`src/rtl/joint_setpoint_rate_accel_limiter_defines.svh`:
```
// Assertion macros for the joint setpoint rate and acceleration limiter.
// Included by the RTL files that carry assertions; depends on nothing.
// Define NO_ASSERTIONS to compile the assertions out.
`ifndef JOINT_SETPOINT_RATE_ACCEL_LIMITER_DEFINES_SVH
`define JOINT_SETPOINT_RATE_ACCEL_LIMITER_DEFINES_SVH

`ifndef NO_ASSERTIONS

// Checked at every clock edge outside reset.
`define JSRAL_ASSERT(label, clk, rst, prop, msg) \
   label: assert property (@(posedge clk) disable iff (rst) prop) else $error(msg);

// Checked at every clock edge, reset included.
`define JSRAL_ASSERT_ALWAYS(label, clk, prop, msg) \
   label: assert property (@(posedge clk) prop) else $error(msg);

`else

`define JSRAL_ASSERT(label, clk, rst, prop, msg)
`define JSRAL_ASSERT_ALWAYS(label, clk, prop, msg)

`endif

`endif

```
`src/rtl/jsral_pkg.sv`:
```
// Shared types, constants and clamp functions of the setpoint limiter.
// Used by jsral_csr, jsral_datapath and the top level; depends on nothing.
package jsral_pkg;

   localparam int POS_W      = 27;
   localparam int STEP_W     = 21;
   localparam int GAIN_W     = 16;
   localparam int SLIM_W     = 20;
   localparam int ALIM_W     = 16;
   localparam int CSR_IDX_W  = 3;
   localparam int CSR_DATA_W = 27;
   localparam int WIDE_W     = POS_W + 1;

   typedef enum logic [CSR_IDX_W-1:0] {
      CSR_FOLLOW_GAIN   = 3'd0,
      CSR_POSITION_LOW  = 3'd1,
      CSR_POSITION_HIGH = 3'd2,
      CSR_STEP_LIMIT    = 3'd3,
      CSR_ACCEL_LIMIT   = 3'd4
   } csr_index_type;

   typedef struct packed {
      logic        [GAIN_W-1:0] follow_gain;
      logic signed [POS_W-1:0]  position_low;
      logic signed [POS_W-1:0]  position_high;
      logic        [SLIM_W-1:0] step_limit;
      logic        [ALIM_W-1:0] accel_limit;
   } cfg_type;

   localparam logic        [GAIN_W-1:0] FOLLOW_GAIN_RST   = 16'd328;
   localparam logic signed [POS_W-1:0]  POSITION_LOW_RST  = -27'sd48234496;
   localparam logic signed [POS_W-1:0]  POSITION_HIGH_RST = 27'sd48234496;
   localparam logic        [SLIM_W-1:0] STEP_LIMIT_RST    = 20'd36490;
   localparam logic        [ALIM_W-1:0] ACCEL_LIMIT_RST   = 16'd252;

   // On a reversed window, values below the low edge give the low edge and all others the high edge.
   function automatic logic signed [POS_W-1:0] window_clamp(
      input logic signed [WIDE_W-1:0] q,
      input logic signed [POS_W-1:0]  lo,
      input logic signed [POS_W-1:0]  hi);
      logic signed [WIDE_W-1:0] lo_x;
      logic signed [WIDE_W-1:0] hi_x;
      logic signed [POS_W-1:0]  r;
      lo_x = $signed({lo[POS_W-1], lo});
      hi_x = $signed({hi[POS_W-1], hi});
      if (q < lo_x) begin
         r = lo;
      end else if (q > hi_x) begin
         r = hi;
      end else begin
         r = q[POS_W-1:0];
      end
      return r;
   endfunction

   function automatic logic signed [WIDE_W-1:0] sym_clamp(
      input logic signed [WIDE_W-1:0] v,
      input logic        [POS_W-1:0]  lim);
      logic signed [WIDE_W-1:0] lim_s;
      logic signed [WIDE_W-1:0] r;
      lim_s = $signed({1'b0, lim});
      if (v > lim_s) begin
         r = lim_s;
      end else if (v < -lim_s) begin
         r = -lim_s;
      end else begin
         r = v;
      end
      return r;
   endfunction

endpackage

```
`src/rtl/jsral_csr.sv`:
```
// Configuration register file of the setpoint limiter.
// Depends on jsral_pkg for the index codes, reset values and cfg_type.
module jsral_csr (
   input  logic                                 clock,
   input  logic                                 reset,
   input  logic                                 csr_valid,
   output logic                                 csr_ready,
   input  logic [jsral_pkg::CSR_IDX_W-1:0]      csr_index,
   input  logic [jsral_pkg::CSR_DATA_W-1:0]     csr_data,
   output jsral_pkg::cfg_type                   cfg
);

   jsral_pkg::cfg_type cfg_ff;
   jsral_pkg::cfg_type cfg_in;

   assign csr_ready = 1'b1;
   assign cfg       = cfg_ff;

   always_comb begin
      cfg_in = cfg_ff;
      if (csr_valid) begin
         unique case (jsral_pkg::csr_index_type'(csr_index))
            jsral_pkg::CSR_FOLLOW_GAIN: begin
               cfg_in.follow_gain = csr_data[jsral_pkg::GAIN_W-1:0];
            end
            jsral_pkg::CSR_POSITION_LOW: begin
               cfg_in.position_low = $signed(csr_data[jsral_pkg::POS_W-1:0]);
            end
            jsral_pkg::CSR_POSITION_HIGH: begin
               cfg_in.position_high = $signed(csr_data[jsral_pkg::POS_W-1:0]);
            end
            jsral_pkg::CSR_STEP_LIMIT: begin
               cfg_in.step_limit = csr_data[jsral_pkg::SLIM_W-1:0];
            end
            jsral_pkg::CSR_ACCEL_LIMIT: begin
               cfg_in.accel_limit = csr_data[jsral_pkg::ALIM_W-1:0];
            end
            default: begin
               cfg_in = cfg_ff;
            end
         endcase
      end
   end

   always_ff @(posedge clock) begin
      if (reset) begin
         cfg_ff.follow_gain   <= jsral_pkg::FOLLOW_GAIN_RST;
         cfg_ff.position_low  <= jsral_pkg::POSITION_LOW_RST;
         cfg_ff.position_high <= jsral_pkg::POSITION_HIGH_RST;
         cfg_ff.step_limit    <= jsral_pkg::STEP_LIMIT_RST;
         cfg_ff.accel_limit   <= jsral_pkg::ACCEL_LIMIT_RST;
      end else begin
         cfg_ff <= cfg_in;
      end
   end

endmodule

```
`src/rtl/jsral_datapath.sv`:
```
// One-tick shaping datapath: window, gain, step clamp, accel clamp, window; a first
// tick loads present_command, zero step. Combinational; jsral_pkg gives widths, clamps.
module jsral_datapath (
   input  jsral_pkg::cfg_type                      cfg,
   input  logic                                    started,
   input  logic signed [jsral_pkg::POS_W-1:0]      held_command,
   input  logic signed [jsral_pkg::STEP_W-1:0]     last_step,
   input  logic signed [jsral_pkg::POS_W-1:0]      target_position,
   input  logic signed [jsral_pkg::POS_W-1:0]      present_command,
   output logic signed [jsral_pkg::POS_W-1:0]      next_command,
   output logic signed [jsral_pkg::STEP_W-1:0]     next_step
);

   localparam int WW    = jsral_pkg::WIDE_W;
   localparam int PW    = jsral_pkg::POS_W;
   localparam int SW    = jsral_pkg::STEP_W;
   localparam int PROD_W = WW + jsral_pkg::GAIN_W + 1;
   localparam int FRAC_W = jsral_pkg::GAIN_W;

   logic signed [PW-1:0]     tgt;
   logic signed [WW-1:0]     err;
   logic signed [PROD_W-1:0] prod;
   logic signed [PROD_W-1:0] prod_rnd;
   logic signed [WW-1:0]     raw_step;
   logic signed [WW-1:0]     rate_step;
   logic signed [WW-1:0]     last_x;
   logic signed [WW-1:0]     dstep;
   logic signed [WW-1:0]     step_w;
   logic signed [SW-1:0]     step;
   logic signed [WW-1:0]     sum;

   assign tgt = jsral_pkg::window_clamp($signed({target_position[PW-1], target_position}),
                                        cfg.position_low, cfg.position_high);
   assign err = $signed({tgt[PW-1], tgt}) - $signed({held_command[PW-1], held_command});

   assign prod = $signed({{(PROD_W-jsral_pkg::GAIN_W){1'b0}}, cfg.follow_gain})
               * $signed({{(PROD_W-WW){err[WW-1]}}, err});
   assign prod_rnd = prod + $signed(PROD_W'(1) <<< (FRAC_W - 1));
   assign raw_step = prod_rnd[FRAC_W+WW-1:FRAC_W];

   assign rate_step = jsral_pkg::sym_clamp(raw_step,
                         {{(PW-jsral_pkg::SLIM_W){1'b0}}, cfg.step_limit});
   assign last_x    = $signed({{(WW-SW){last_step[SW-1]}}, last_step});
   assign dstep     = jsral_pkg::sym_clamp(rate_step - last_x,
                         {{(PW-jsral_pkg::ALIM_W){1'b0}}, cfg.accel_limit});
   assign step_w    = last_x + dstep;
   assign step      = step_w[SW-1:0];
   assign sum       = $signed({held_command[PW-1], held_command})
                    + $signed({{(WW-SW){step[SW-1]}}, step});

   always_comb begin
      if (!started) begin
         next_command = present_command;
         next_step    = '0;
      end else begin
         next_command = jsral_pkg::window_clamp(sum, cfg.position_low, cfg.position_high);
         next_step    = step;
      end
   end

endmodule

```
`src/rtl/joint_setpoint_rate_accel_limiter.sv`:
```
// Single-joint setpoint shaper with position window, rate and acceleration limits.
// Request channel (req_): one control tick per transfer, target_position and
// present_command in Q24 radians. Response channel (rsp_): one transfer per
// request, the shaped commanded_position and the applied_step of that tick.
// Configuration channel (csr_): register writes by index, always ready; write
// only while no tick is in flight.
// Path: a taken request is registered in the request register, shaped by
// jsral_datapath, and registered in the response register when that is free.
// Throughput: one tick per cycle unless rsp_stall holds the response; the loop
// through held state closes in the combinational shaping, which sets the rate.
// Reset: limits return to their defaults, held command and last step clear,
// and the first tick after reset loads present_command with a zero step.
// Stall: rsp_stall holds the response register; the request register still
// fills behind it, and req_stall rises only when both are occupied.
// Depends on jsral_pkg, jsral_csr, jsral_datapath and the assertion macros.
`include "joint_setpoint_rate_accel_limiter_defines.svh"

module joint_setpoint_rate_accel_limiter (
   input  logic                                    clock,
   input  logic                                    reset,
   input  logic                                    req_valid,
   output logic                                    req_stall,
   input  logic signed [jsral_pkg::POS_W-1:0]      req_target_position,
   input  logic signed [jsral_pkg::POS_W-1:0]      req_present_command,
   output logic                                    rsp_valid,
   input  logic                                    rsp_stall,
   output logic signed [jsral_pkg::POS_W-1:0]      rsp_commanded_position,
   output logic signed [jsral_pkg::STEP_W-1:0]     rsp_applied_step,
   input  logic                                    csr_valid,
   output logic                                    csr_ready,
   input  logic [jsral_pkg::CSR_IDX_W-1:0]         csr_index,
   input  logic [jsral_pkg::CSR_DATA_W-1:0]        csr_data
);

   jsral_pkg::cfg_type cfg;

   logic                                   in_valid_ff;
   logic                                   in_valid_in;
   logic signed [jsral_pkg::POS_W-1:0]     in_target_ff;
   logic signed [jsral_pkg::POS_W-1:0]     in_present_ff;

   logic                                   started_ff;
   logic signed [jsral_pkg::POS_W-1:0]     held_command_ff;
   logic signed [jsral_pkg::STEP_W-1:0]    last_step_ff;

   logic                                   rsp_valid_ff;
   logic                                   rsp_valid_in;
   logic signed [jsral_pkg::POS_W-1:0]     rsp_command_ff;
   logic signed [jsral_pkg::STEP_W-1:0]    rsp_step_ff;

   logic signed [jsral_pkg::POS_W-1:0]     next_command;
   logic signed [jsral_pkg::STEP_W-1:0]    next_step;
   logic                                   out_free;
   logic                                   advance;
   logic                                   req_take;

   jsral_csr u_csr (
      .clock     (clock),
      .reset     (reset),
      .csr_valid (csr_valid),
      .csr_ready (csr_ready),
      .csr_index (csr_index),
      .csr_data  (csr_data),
      .cfg       (cfg)
   );

   jsral_datapath u_datapath (
      .cfg             (cfg),
      .started         (started_ff),
      .held_command    (held_command_ff),
      .last_step       (last_step_ff),
      .target_position (in_target_ff),
      .present_command (in_present_ff),
      .next_command    (next_command),
      .next_step       (next_step)
   );

   assign out_free  = !rsp_valid_ff || !rsp_stall;
   assign advance   = in_valid_ff && out_free;
   assign req_stall = in_valid_ff && !out_free;
   assign req_take  = req_valid && !req_stall;

   assign in_valid_in  = req_stall ? in_valid_ff : req_valid;
   assign rsp_valid_in = out_free ? advance : rsp_valid_ff;

   assign rsp_valid              = rsp_valid_ff;
   assign rsp_commanded_position = rsp_command_ff;
   assign rsp_applied_step       = rsp_step_ff;

   always_ff @(posedge clock) begin
      if (reset) begin
         in_valid_ff     <= 1'b0;
         rsp_valid_ff    <= 1'b0;
         started_ff      <= 1'b0;
         held_command_ff <= '0;
         last_step_ff    <= '0;
      end else begin
         in_valid_ff  <= in_valid_in;
         rsp_valid_ff <= rsp_valid_in;
         if (advance) begin
            started_ff      <= 1'b1;
            held_command_ff <= next_command;
            last_step_ff    <= next_step;
         end
      end
   end

   always_ff @(posedge clock) begin
      if (req_take) begin
         in_target_ff  <= req_target_position;
         in_present_ff <= req_present_command;
      end
      if (advance) begin
         rsp_command_ff <= next_command;
         rsp_step_ff    <= next_step;
      end
   end

   `JSRAL_ASSERT(a_first_tick_loads, clock, reset, (advance && !started_ff) |=> (rsp_applied_step == '0 && rsp_commanded_position == $past(in_present_ff)), "first tick must load present command with zero step")
   `JSRAL_ASSERT(a_state_matches_rsp, clock, reset, advance |=> (held_command_ff == rsp_commanded_position && last_step_ff == rsp_applied_step), "state and response disagree after a transfer")
   `JSRAL_ASSERT(a_in_not_lost, clock, reset, (in_valid_ff && !advance) |=> (in_valid_ff && $stable(in_target_ff) && $stable(in_present_ff)), "held request lost or changed")
   `JSRAL_ASSERT(a_cmd_in_window, clock, reset, (advance && started_ff && cfg.position_low <= cfg.position_high) |=> (rsp_commanded_position >= $past(cfg.position_low) && rsp_commanded_position <= $past(cfg.position_high)), "command left the position window")
   `JSRAL_ASSERT_ALWAYS(a_reset_clears, clock, $past(reset) |-> (!rsp_valid_ff && !in_valid_ff && !started_ff), "reset did not clear control state")

endmodule
```
`config.mk`:
```
export PLATFORM = sky130hd
export DESIGN_NAME = joint_setpoint_rate_accel_limiter
export DESIGN_NICKNAME = d
export VERILOG_FILES = /design/src/rtl/jsral_pkg.sv /design/src/rtl/jsral_csr.sv /design/src/rtl/jsral_datapath.sv /design/src/rtl/joint_setpoint_rate_accel_limiter.sv
export VERILOG_INCLUDE_DIRS = /design/src /design/src/rtl
export SDC_FILE = /design/constraint.sdc
export NUM_CORES = 2
export LEC_CHECK = 0
export BUFFER_PORTS_ARGS = -buffer_cell sky130_fd_sc_hd__buf_2
export CAP_MARGIN = 20
export CORE_ASPECT_RATIO = 0.75
export CORE_MARGIN = 2
export CORE_UTILIZATION = 25
export CTS_CLUSTER_DIAMETER = 100
export DETAILED_ROUTE_END_ITERATION = 10
export HOLD_SLACK_MARGIN = 0.08
export SLEW_MARGIN = 20
export SYNTH_ARGS = -nofsm -noshare
export SYNTH_HDL_FRONTEND = slang
export SYNTH_SLANG_ARGS = --single-unit
```
`constraint.sdc`:
```
create_clock -name clock -period 23.6 [get_ports clock]
set_input_delay 2.36 -clock clock [delete_from_list [all_inputs] [get_ports clock]]
set_output_delay 2.36 -clock clock [all_outputs]
set_load 0.005 [all_outputs]
```
; After elaboration in Yosys (flattened, before gate mapping)
; Index checks and enable logic that the tools add are counted.
; Widths: inputs -> output; s select.
[totals]
reg_bits = 259
latchBits = 0
ramBits = 0
rom_bits = 0
input_bits = 89
word_cells = 58
memories = 0
[classes]
add_sub_neg = 7
mul = 1
div = 0
order_cmp = 8
n_eq_ne = 4
n_shift = 0
n_mux = 10
n_bitwise = 0
n_reduce_logical = 14
[ops]
columns = operator, n
row1 = $mux 27, 5
row2 = $mux 21, 3
row3 = $lt 28x28->1, 2
row4 = $mux 28, 2
row5 = $add 44x17->44 const B, 1
row6 = $mul 17x28->44, 1
row7 = $add 27x21->28, 1
row8 = $gt 28x17->1, 1
row9 = $gt 28x21->1, 1
row10 = $gt 28x27->1, 1
row11 = $lt 28x27->1, 1
row12 = $neg 16->28, 1
row13 = $neg 20->28, 1
row14 = $sub 27x27->28, 1
row15 = $sub 28x21->28, 1
row16 = $gt 27x27->1, 1
row17 = $lt 27x27->1, 1
row18 = $add 21x21->21, 1
row19 = $reduce_and 2->1, 5
row20 = $eq 3x2->1 const B, 2
row21 = $logic_not 1->1, 4
row22 = $eq 3x1->1 const B, 1
row23 = $eq 3x3->1 const B, 1
row24 = $logic_and 1x1->1, 3
row25 = 2 further kinds, 2

; Logic depth before layout (Yosys ltp)
[depth]
depth_word = 19
ltp_mapped = 132
depth_no_buf = 125

; Modules after synthesis
; A second synthesis with hierarchy kept.
[unflattened]
hier_cells = 4337
hier_area_um2 = 38829.7
[by_module_without_submodules]
columns = mod, instances, cells_each, area_per_inst_um2, seq_area_each_um2
row1 = jsral_datapath, 1, 3607, 29114.2, 0.0
row2 = joint_setpoint_rate_accel_limiter, 1, 323, 5391.4, 4083.9
row3 = jsral_csr, 1, 407, 4324.1, 2122.0

; Least setup slack after synthesis
; No wires, ideal clock.
[synth_path]
kind = register to register
startpoint = register in_target_ff[26] (netlist name)
endpoint = register held_command_ff[12] (netlist name)
setup_time_ps = 115
t_arrival_ps = 24974
required_ps = 23485
slack_ps = -1488
stages_incl_launch_ff = 115
synth_period_minus_slack_ps = 25088
cell_sequence = edfxtp_1 -> ha_1 -> nand3_1 -> nor2_1 -> nand2_1 -> or3_1 -> clkbuf_1 -> o41ai_1 -> clkbuf_1 -> a21oi_1 -> nand3_1 -> mux2i_1 -> ha_1 -> fa_1 -> nor2b_1 -> o21ai_0 -> a21boi_0 -> o21ai_0 -> [... 79 more ...] -> a21o_1 -> nor3_1 -> o211ai_1 -> a31oi_1 -> o21bai_1 -> a21oi_1 -> xnor2_1 -> ha_1 -> nand4_1 -> nor4_1 -> a221oi_1 -> a21oi_1 -> a21o_1 -> clkbuf_1 -> clkbuf_1 -> mux2i_1 -> o21ai_0 -> o21a_1
[synth_between]
elab_chain_cells = 19
[synth_lines]
columns = element, line
row1 = from (decl), joint_setpoint_rate_accel_limiter.sv:39  ; logic signed [jsral_pkg::POS_W-1:0] in_target_ff;
row2 = from (signal assigned), joint_setpoint_rate_accel_limiter.sv:110  ; in_target_ff <= req_target_position;
row3 = $gt 27x27->1, jsral_pkg.sv:48  ; end else if (q > hi_x) begin
row4 = $mux 27, jsral_pkg.sv:48
row5 = $mux 27 *, jsral_pkg.sv:46  ; if (q < lo_x) begin
row6 = $sub 27x27->28 *, jsral_datapath.sv:34  ; assign err = $signed({tgt[PW-1], tgt}) - $signed({held_command[PW-1], held_command});
row7 = $mul 17x28->44 *, jsral_datapath.sv:37  ; * $signed({{(PROD_W-WW){err[WW-1]}}, err});
row8 = $add 44x17->44 *, jsral_datapath.sv:38  ; assign prod_rnd = prod + $signed(PROD_W'(1) <<< (FRAC_W - 1));
row9 = $lt 28x28->1, jsral_pkg.sv:64  ; end else if (v < -lim_s) begin
row10 = $mux 28, jsral_pkg.sv:64
row11 = [... 4 more ...], -
row12 = $mux 21 *, jsral_pkg.sv:62  ; if (v > lim_s) begin
row13 = $add 21x21->21 *, jsral_datapath.sv:46  ; assign step_w = last_x + dstep;
row14 = $add 27x21->28 *, jsral_datapath.sv:49  ; + $signed({{(WW-SW){step[SW-1]}}, step});
row15 = $gt 28x27->1, jsral_pkg.sv:48
row16 = $mux 27, jsral_pkg.sv:48
row17 = $mux 27 *, jsral_pkg.sv:46
row18 = $mux 27 *, jsral_datapath.sv:52  ; if (!started) begin
row19 = "via next_command, one bit", joint_setpoint_rate_accel_limiter.sv:51  ; logic signed [jsral_pkg::POS_W-1:0] next_command;
row20 = to (signal assigned), joint_setpoint_rate_accel_limiter.sv:102  ; held_command_ff <= next_command;
row21 = to (decl), joint_setpoint_rate_accel_limiter.sv:43  ; logic signed [jsral_pkg::POS_W-1:0] held_command_ff;
; The timed path passes the listed nets; every way through them passes the cells marked *.
; A chain may end at the register's enable or synchronous reset.

; Worst setup path in the final report
[layout_path]
startpoint = register u_csr.cfg_ff, in the netlist u_csr.cfg[48]
endpoint = register rsp_command_ff, in the netlist rsp_commanded_position[11], data pin
[layout_between]
elab_chain_cells = 19
[layout_lines]
columns = element, line
row1 = from (decl), jsral_csr.sv:13  ; jsral_pkg::cfg_type cfg_ff;
row2 = from (signal assigned), jsral_csr.sv:53  ; cfg_ff <= cfg_in;
row3 = $gt 27x27->1, jsral_pkg.sv:48
row4 = $mux 27, jsral_pkg.sv:48
row5 = $mux 27, jsral_pkg.sv:46
row6 = $sub 27x27->28, jsral_datapath.sv:34
row7 = $mul 17x28->44, jsral_datapath.sv:37
row8 = $add 44x17->44, jsral_datapath.sv:38
row9 = $lt 28x28->1, jsral_pkg.sv:64
row10 = $mux 28, jsral_pkg.sv:64
row11 = [... 4 more ...], -
row12 = $mux 21, jsral_pkg.sv:62
row13 = $add 21x21->21, jsral_datapath.sv:46
row14 = $add 27x21->28, jsral_datapath.sv:49
row15 = $gt 28x27->1, jsral_pkg.sv:48
row16 = $mux 27, jsral_pkg.sv:48
row17 = $mux 27 *, jsral_pkg.sv:46
row18 = $mux 27 *, jsral_datapath.sv:52
row19 = "via next_command, one bit", joint_setpoint_rate_accel_limiter.sv:51
row20 = to (signal assigned), joint_setpoint_rate_accel_limiter.sv:114  ; rsp_command_ff <= next_command;
row21 = to (decl), joint_setpoint_rate_accel_limiter.sv:48  ; logic signed [jsral_pkg::POS_W-1:0] rsp_command_ff;
; Marked as above.

==> key figures <==
Run status
  – Outcome: complete, but fails checks
  – Failing checks: setup timing

Logic synthesis
  – #FFs+latches synth: ~260
  – Sequential area share after synthesis: around 15%
  – Share of flip-flops with an asynchronous set or reset: 0%
  – Adder-cell share of the synthesized area: 34.6%
  – Largest family of logic cells by synthesized area: adder cells
  – Mux share of post-synthesis cell area: ~2.3%
  – Post-Syn Nets: 5845
  – Synth Area in XOR/XNOR: slightly above 3%
  – Avg Inst Size Synth: between 8 and 9 um^2
  – Synth Flop Type: dfxtp_1
  – Count of cell types in the netlist: 87
  – Simple-Gate Fraction of Synth Area: slightly below 20%
  – Post-synthesis cell area: 40300 um^2
  – Post-synthesis compound-gate area fraction: between 10% and 20%
  – Post-synth EDFFs: 102
  – Synth Instances: 4902
  – Yosys Warn Count: 0

Finish
  – Register area: 6210 um^2
  – FILL cells: between 15000 and 20000
  – Post-Layout Inst Area: approximately 54000 um^2
  – Layout cells sized above 1: 29.0%
  – Multi-input logic area: 32900 um^2
  – Synth-to-layout area growth: 35.0%
  – NumNets Final: ~6800

Critical path
  – Worst EP required: between 20000 and 25000 ps
  – Crit path launch type: flop
  – Crit path top cell by count: a21o_1
  – Critical path class: reg2reg
  – Reg2reg setup slack: -710 ps
  – Crit path largest cell delay: about 660 ps
  – Crit end category: flop
  – Max stage delay cell, worst path: or4b_2
  – Worst Path Max Fanout: 9
  – Critical Path AT: 24670 ps

Global routing
  – Largest net degree at the start of global routing: 85
  – GRT Util Overall: roughly a fifth
  – Number of global-route vias before repair: 38400
  – Global-route wire length before repair: approximately 240 mm
  – Antenna violations before repair: 13
  – GRT overflow: 0

Timing
  – Worst-Margin Slew: 991 ps
  – Unrepaired setup endpoints after global routing: true
  – Peak Freq: 41.1 MHz
  – Setup Skew: 19.9 ps
  – Final slew viol count: 0
  – Hold Vio Cnt, Final: 0
  – Final WS setup: -706 ps
  – Slew HR: 32.9%
  – Crit path time final: 24310 ps
  – Final setup viols: between 50 and 60
  – Period utilization: 103%

Floorplanning
  – Num ports: 140
  – Initial Util: 25.2%
  – Area of the core: about 160000 um^2
  – Die H: about 350 um
  – Die Width: 468 um
  – Die ar.: between 150000 and 200000 um^2
  – Row count: around 130

Routing
  – DR pass1 iterations: 6
  – Routed WL: 161 mm
  – Routed WL per cell: 20.1 um
  – DR iter-0 viols: roughly 3500
  – DRT antenna net count: 0
  – Vias per std cell: 4.94
  – Vias: 39400
  – DRC viols: 0

CTS
  – Cts hold-fix bufs: 0
  – H-tree depth: 1
  – CTS tree: yes
  – Clk Tree Root Cell: clkbuf_16
  – CTS max path bufs: 3
  – CTS Buf Count: 27
  – Clock-pin slew on the worst setup and hold paths: 70 ps
  – Worst-Skew Late Latency: just over 600 ps
  – # clock sinks: about 260

Placed design
  – I/O Buffers: 138
  – Post-DP HPWL: around 130 mm
  – Area after DPL: about 50000 um^2
  – Routability cong.: roughly 1

Flow run
  – Max Cap Viol: 0

Hold path
  – Hold crit path type: reg2reg
==> area by class of cell <==
type	count	share of cell area, %
Multi-Input combinational cell	3633	60.4
Timing Repair Buffer	1162	16.4
Sequential cell	259	11.4
Inverter	750	5.18
Tap cell	2128	4.89
Clock buffer	41	1.51
Clock inverter	9	0.218
Antenna cell	8	0.0368
==> worst paths after layout <==
path / end / depth (start not counted) / start
setup / recovery: rsp_commanded_position[11] / 119 / u_csr.cfg[48]
hold / removal: u_csr.cfg[1] / 2 / u_csr.cfg[1]
setup reg to reg: rsp_commanded_position[11] / 119 / u_csr.cfg[48]
hold reg to reg: u_csr.cfg[1] / 2 / u_csr.cfg[1]
==> flip-flops by register name, summed over array words and instances (netlist names) <==
signal and cells:
held_command_ff 27, started_ff 1, rsp_commanded_position 27, in_target_ff 27, rsp_valid 1, last_step_ff 21, rsp_applied_step 21, u_csr.cfg 106
in_present_ff 27, in_valid_ff 1
==> critical path, delay by kind of cell, from the launching register on <==
kind	cells	cell delay [ps]
adders and majority gates	15	5840
DFF	1	310
xor gates and xnor gates	3	560
and+or+nand+nor	26	4860
AOI/OAI and AO/OA	58	9890
muxes	3	650
buffers and inverters	14	1870
==> metrics by stage <==
step / cells / setup WS [ps] / utilization, % / hold WS (ps) / setup TNS [ps]
CTS: 7922 / -1000 / 32.7 / 483 / -47180
global route: 7986 / -1680 / 34.0 / 499 / -83950
global placement: 7813 / -1680 / 31.2 / 460 / -77450
floorplan: 4902 / 2.93 / - / 441 / 0
finish: 7990 / -706 / 34.0 / 480 / -30680
detailed placement: 7813 / -2120 / 31.2 / 467 / -99810
==> cell families (layout without fill, tap and decap cells) <==
logic type,count (synthesis),after routing
and+or+nand+nor,1585,1585
DFF,259,259
muxes,86,86
buffers and inverters,1010,1962
adders and majority gates,855,855
AOI/OAI and AO/OA,966,966
xor gates and xnor gates,140,140
other,1,9
==> repair_timing <==
action	CTS	global route
cloned	4	1
gates resized for setup	250	342
setup endpoints to repair	54	54
buffers inserted	57	62
pin swaps	171	254
==> per-layer routing <==
metal | global-route usage, % | up-vias | share of wire (%)
met4 | 4.87 | 6 | 2.7
met1 | 28.4 | 19400 | 46
met2 | 27.1 | 1566 | 41
met3 | 4.33 | 184 | 9.8
li1 | - | 18300 | -
met5 | 0 | - | 0.025
==> synthesized netlist by cell type (12+ instances only) <==
| library cell | count | area, um^2 |
|---|---|---|
| xor2_1 | 30 | 263 |
| dfxtp_1 | 157 | 3140 |
| o211ai_1 | 26 | 195 |
| nand2b_1 | 52 | 325 |
| o22ai_1 | 36 | 225 |
| nand3_1 | 146 | 731 |
| nand2_1 | 601 | 2260 |
| a21oi_1 | 324 | 1620 |
| nor3_1 | 72 | 360 |
| mux2i_1 | 43 | 430 |
| nor2_1 | 172 | 646 |
| a211o_1 | 12 | 105 |
| or3_1 | 14 | 87.6 |
| a211oi_1 | 22 | 165 |
| clkbuf_1 | 235 | 882 |
| o2111ai_1 | 34 | 298 |
| fa_1 | 431 | 8630 |
| o21a_1 | 48 | 360 |
| mux2_2 | 43 | 484 |
| xnor2_1 | 110 | 963 |
| and2_1 | 212 | 1330 |
| nand4_1 | 40 | 250 |
| inv_1 | 747 | 2800 |
| edfxtp_1 | 102 | 3060 |
| o21bai_1 | 22 | 165 |
| a21o_1 | 99 | 743 |
| nand3b_1 | 32 | 240 |
| a21boi_0 | 17 | 128 |
| o21ai_0 | 166 | 831 |
| ha_1 | 423 | 5290 |
| and3b_1 | 21 | 184 |
| and3_1 | 58 | 363 |
| a31oi_1 | 37 | 231 |
| nand4b_1 | 29 | 254 |
| or4b_2 | 15 | 150 |
| nor2b_1 | 68 | 425 |
==> layout by cell type, fill, tap and decap left out, drive strengths merged, types with 99 or more instances in the layout <==
| cell | instances |
|---|---|
| nand2 | 601 |
| nand3 | 146 |
| buf | 1159 |
| xnor2 | 110 |
| inv | 751 |
| a21oi | 326 |
| o21ai | 174 |
| fa | 431 |
| ha | 423 |
| and2 | 213 |
| nor2 | 172 |
| edfxtp | 102 |
| a21o | 99 |
| dfxtp | 157 |
Power is left out: the tool's default activity adds up to more than one toggle a clock period on the data nets, which glitch-free logic cannot reach.
